--- src/design/bcr_pkg.sv ---
// Shared types and constants for the GF(2) boundary column reduction unit.
package bcr_pkg;

    localparam int C_ROWS   = 64;
    localparam int C_ROW_W  = 6;
    localparam int C_IDX_W  = 6;
    localparam int C_OUT_W  = 144;

    typedef logic [C_ROWS-1:0]  t_mask;
    typedef logic [C_ROW_W-1:0] t_row;

    typedef struct packed {
        logic nz;
        t_row row;
    } t_lead;

    typedef struct packed {
        t_mask rep;
        t_mask red;
    } t_col;

    typedef enum logic [3:0] {
        S_IDLE = 4'b0001,
        S_SCAN = 4'b0010,
        S_XOR  = 4'b0100,
        S_DONE = 4'b1000
    } t_state;

endpackage

--- src/design/bcr_lead_enc.sv ---
// Highest-set-row detector for a column mask.
module bcr_lead_enc (
    input  bcr_pkg::t_mask i_mask,
    output bcr_pkg::t_lead o_lead
);
    import bcr_pkg::*;

    always_comb begin
        o_lead.nz  = |i_mask;
        o_lead.row = '0;
        for (int i = 0; i < C_ROWS; i++) begin
            if (i_mask[i]) begin
                o_lead.row = C_ROW_W'(i);
            end
        end
    end

endmodule

--- config.mk ---
export PLATFORM = sky130hd
export DESIGN_NAME = bcr_lead_enc
export DESIGN_NICKNAME = d
export VERILOG_FILES = /design/src/design/bcr_pkg.sv /design/src/design/bcr_lead_enc.sv
export SDC_FILE = /design/constraint.sdc
export NUM_CORES = 1
export LEC_CHECK = 0
export ABC_AREA = 1
export BUFFER_PORTS_ARGS = -buffer_cell sky130_fd_sc_hd__buf_2
export CORE_UTILIZATION = 41
export DETAILED_ROUTE_END_ITERATION = 7
export GPL_ROUTABILITY_DRIVEN = 0
export GPL_TIMING_DRIVEN = 0
export PLACE_DENSITY = 0.77
export SLEW_MARGIN = 40
export SYNTH_ARGS = -nofsm -noshare
export SYNTH_HDL_FRONTEND = slang
export SYNTH_SLANG_ARGS = --single-unit
--- constraint.sdc ---
create_clock -name vclk -period 6.05
set_clock_uncertainty 0.1 [all_clocks]
set_input_delay 1.815 -clock vclk [all_inputs]
set_output_delay 1.815 -clock vclk [all_outputs]
set_load 0.01 [all_outputs]
==> results of run 1 <==
## routing by layer
| layer | GRT usage (%) | vias to the layer above | share of wire, % |
|---|---|---|---|
| li1 | - | 780 | - |
| met1 | 20.4 | 552 | 47 |
| met2 | 33.3 | 42 | 46 |
| met3 | 1.13 | 0 | 7.0 |
| met4 | 0 | 0 | 0 |
| met5 | 0 | - | 0 |
## per-stage QoR
stage	cell area [um^2]	total power, mW	std cells
2_1_floorplan	1120	0.0518	227
3_3_place_gp	1510	0.0810	328
3_5_place_dp	1510	0.0826	328
4_1_cts	1520	0.0835	328
5_1_grt	1520	0.0942	328
6_report	1520	0.0825	328
## cells in the mapped netlist
cell	number
nand4_1	1
nand3_1	2
nor3_1	1
nor4_1	2
nand2_1	111
a31oi_1	2
bufinv_8	17
o31ai_1	1
nor2_1	41
o21bai_1	3
inv_2	3
inv_1	43
## cells by family after synthesis
logic type | Yosys count | share of synthesized area, %
compound gates | 6 | 3.81
simple gates | 158 | 54.1
buf+inv | 63 | 42.1
## area by class of cell
| type | instances | area [um^2] | share of cell area, % |
|---|---|---|---|
| inverters | 63 | 470 | 31.0 |
| multi-input cells | 164 | 649 | 42.8 |
| well taps | 30 | 37.5 | 2.47 |
| repair buffers | 71 | 362 | 23.8 |
## final timing paths
path | to | from | slack (ns) | cells after the start
max | o_lead[0] | i_mask[2] | -0.80 | 65
min | o_lead[0] | i_mask[63] | 3.80 | 4
## power by group
group	internal, mW	leakage, nW	total [mW]	switching [mW]
clock network	0	0	0	0
registers	0	0	0	0
logic	0.0489	1.05	0.0825	0.0336
==> results.ini, run 1 <==
[drt]
drcViolationCount = 0
num_vias = 1374
totalWireLength_um = 2350
drtIter0Drc = 18
vias_per_cell = 4.19
dr.pass1.iters = 4
wl_per_cell_um = 7.15
antenna_left = 0

[final_layout]
seqCellArea_um2 = 0
antenna_cells = 0
area_growth_syn_to_layout_pct = 35.9
seq_cell_count = 0
clock_buffers = 0
layout_common_cells = nand2_1 (110), buf_2 (70), inv_1 (43), nor2_1 (41), bufinv_8 (17)
drive_gt1_share_pct = 30.9
n_fill_cell = 295
final_nets = 364
post-route-util_pct = 60.2
final_common_cell = nand2_1

[timing]
slew_viol_final = 0
rsz0062_at_grt = yes
max_freq_ghz = 0.146
post-route-worst-setup-slack_ns = -0.802
setup_viol = 1
period_share_pct = 113
setup-tns-final_ns = -0.802
slew-limit-headroom_pct = 79.1
hold_viol = 0
tightestPinTransition_ns = 0.311
fin_hold_ws_ns = 3.80
period_minus_slack_ns = 6.85

[floorplanning]
die_x_um = 54.2
initial_core_util_pct = 44.3
fp.coreArea_um2 = 2520
die_area_um2 = 2940
core.rowCount = 18
io-pin-count = 71
die_y_um = 54.2

[synthesis]
synth_area_um2 = 1120
synth_top_cell_by_area = nand2_1
synthCells = 227
synth_warnings = 0
synthesis.nets = 291
syn_avg_cell_area_um2 = 4.92
seq_area_frac_synth_pct = 0
synth_cell_type_count = 12
synth_area_leaders = nand2_1 (37%), bufinv_8 (27%), inv_1 (14%), nor2_1 (14%), o21bai_1 (2.0%)
synth_top_area_share_pct = 37.3

[critical_path]
cp_slowest_stage_delay_ns = 0.10
critPathKind = primary input to output port
start_kind = primary input
crit_buf_inv = 3
cp_data_required_time_ns = 4.14
cp_slowest_cell = buf_2
cp_max_fo = 2
endpoint_kind = output port
crit_arrival_ns = 4.94
path_delay_family = simple AND/OR/NAND/NOR gates
crit_top_cell = nand2_1

[power]
peakVddDrop_v = 0.0000352
power.density_nw_per_um2 = 54.3
p_leak_nw = 1.05

[flow_run]
max_cap_violations = 0

[grt]
grt_max_degree = 4
antenna_found_initial = 0
grt_first_pass_wirelength_um = 3930
grt_pass1_vias = 1148
grt.overflow.total = 0
grt_usage_pct = 16.8

[clocking]
ctsHoldBuffers = 0
cts_resized = 1
cts_setup_buffers = 0

[placement]
port_buffers = 71
dpl.hpwl_um = 2230
pre_cts_ws_ns = -0.865

[hold_path]
hp-class = primary input to output port

[outcome]
outcome = finished with violations
violations = negative setup slack

No activity file was read; power rests on OpenSTA's default activity.
==> inputs of run 2 (changes only) <==
--- a/config.mk
+++ b/config.mk
@@ -8,4 +8,5 @@
 export ABC_AREA = 1
+export ABC_CLOCK_PERIOD_IN_PS = 6600
 export BUFFER_PORTS_ARGS = -buffer_cell sky130_fd_sc_hd__buf_2
-export CORE_UTILIZATION = 41
+export CORE_UTILIZATION = 46
 export DETAILED_ROUTE_END_ITERATION = 7
@@ -13,3 +14,3 @@
 export GPL_TIMING_DRIVEN = 0
-export PLACE_DENSITY = 0.77
+export PLACE_DENSITY = 0.82
 export SLEW_MARGIN = 40
==> constraint.sdc (replaced) <==
create_clock -name vclk -period 6.6
set_clock_uncertainty 0.1 [all_clocks]
set_input_delay 1.98 -clock vclk [all_inputs]
set_output_delay 1.98 -clock vclk [all_outputs]
set_load 0.1 [all_outputs]
==> run 2 against run 1 <==
Compared with the run above: the run still ends with negative setup slack left; critical path type unchanged; count of clock-buffer cells in the layout unchanged; final cell count fell by 0.61%; sequential share of layout area did not move; total power is 2.1% higher; highest routed layer unchanged; final area up 1.6%.
==> results.ini, run 2 (same netlist as run 1, synthesis figures left out) <==
[timing]
setup-tns-final_ns = -0.737
slew-limit-headroom_pct = 67.1
tightestPinTransition_ns = 0.496
post-route-worst-setup-slack_ns = -0.737
fin_hold_ws_ns = 4.26
period_share_pct = 111
period_minus_slack_ns = 7.34
rsz0062_at_grt = yes
max_freq_ghz = 0.136
setup_viol = 1
slew_viol_final = 0
hold_viol = 0

[placement]
pre_cts_ws_ns = -1.01
postPlaceCellArea_um2 = 1530
placed_cells = 326
port_buffers = 71
dpl.hpwl_um = 2050

[final_layout]
seq_cell_count = 0
clock_buffers = 0
drive_gt1_share_pct = 31.2
layout_common_cells = nand2_1 (109), buf_2 (69), inv_1 (43), nor2_1 (41), bufinv_8 (17)
area_growth_syn_to_layout_pct = 38.2
stdcell_area_um2 = 1540
post-route-util_pct = 68.5
final_common_cell = nand2_1
seqCellArea_um2 = 0
antenna_cells = 0
layoutNonFillerInstCount = 326
final_nets = 364

[power]
power.density_nw_per_um2 = 54.6
p_leak_nw = 1.06
p_total_mw = 0.0843
peakVddDrop_v = 0.0000386

[critical_path]
startpoint = i_mask[2]
endpoint_kind = output port
cp_slowest_cell = buf_12
crit_path_end = o_lead[0]
cp_data_required_time_ns = 4.52
critPathKind = primary input to output port
start_kind = primary input
crit_arrival_ns = 5.26
cp_slowest_stage_delay_ns = 0.16
crit_top_cell = nand2_1
cp_max_fo = 2

[drt]
drcViolationCount = 0
totalWireLength_um = 2190
antenna_left = 0
vias_per_cell = 4.14
wl_per_cell_um = 6.72
dr.pass1.iters = 4
drtIter0Drc = 15
num_vias = 1351

[grt]
antenna_found_initial = 0
grt.overflow.total = 0
grt_usage_pct = 18.4
grt_first_pass_wirelength_um = 4020
grt_pass1_vias = 1156
grt_max_degree = 4

[outcome]
outcome = finished with violations
violations = negative setup slack

[clocking]
ctsHoldBuffers = 0
cts_setup_buffers = 0

[floorplanning]
die_y_um = 51.3
fp.coreArea_um2 = 2250
initial_core_util_pct = 49.6
die_x_um = 51.3
die_area_um2 = 2630
core.rowCount = 17
io-pin-count = 71

[flow_run]
max_cap_violations = 0

[hold_path]
hp-class = primary input to output port
whs_path_depth = 4

==> run 2: layout make-up <==
class	instances	area, um^2
Fill cell	251	711
Inverter	63	470
Multi-Input combinational cell	164	666
Tap cell	28	35.0
Timing Repair Buffer	71	373
==> run 2: how the worst min path moves through the flow <==
stage	start	end	slack, ns
6_report	i_mask[63]	o_lead[0]	4.26
5_1_grt	i_mask[63]	o_lead[0]	4.29
2_1_floorplan	i_mask[63]	o_lead[0]	4.09
3_3_place_gp	i_mask[61]	o_lead[1]	4.37
4_1_cts	i_mask[63]	o_lead[0]	4.26
3_5_place_dp	i_mask[61]	o_lead[1]	4.38
==> run 2: what timing repair did <==
item                                    CTS  global route
pin swaps                                 0             0
endpoints found under the setup margin    1             2
gates resized for setup                   4             1
==> run 2: per-layer routing <==
| metal | wire length, um | GRT usage, % | part of all wire [%] | up-vias |
|---|---|---|---|---|
| met2 | 1030 | 36.6 | 47 | 40 |
| met4 | 0 | 0 | 0 | 0 |
| met1 | 1010 | 22.1 | 46 | 529 |
| li1 | - | - | - | 782 |
| met3 | 153 | 1.79 | 7.0 | 0 |
| met5 | 0 | 0 | 0 | - |
==> run 2: worst max-delay path, delay by kind of cell <==
| family | cells | cell delay (ns) |
|---|---|---|
| AND/OR/NAND/NOR | 62 | 2.96 |
| buffers and inverters | 3 | 0.30 |
==> run 2: report_power, final <==
| part | internal, mW | switching, mW | total (mW) | leakage, nW |
|---|---|---|---|---|
| clock network | 0 | 0 | 0 | 0 |
| registers | 0 | 0 | 0 | 0 |
| logic | 0.0464 | 0.0379 | 0.0843 | 1.06 |
| total | 0.0464 | 0.0379 | 0.0843 | 1.06 |
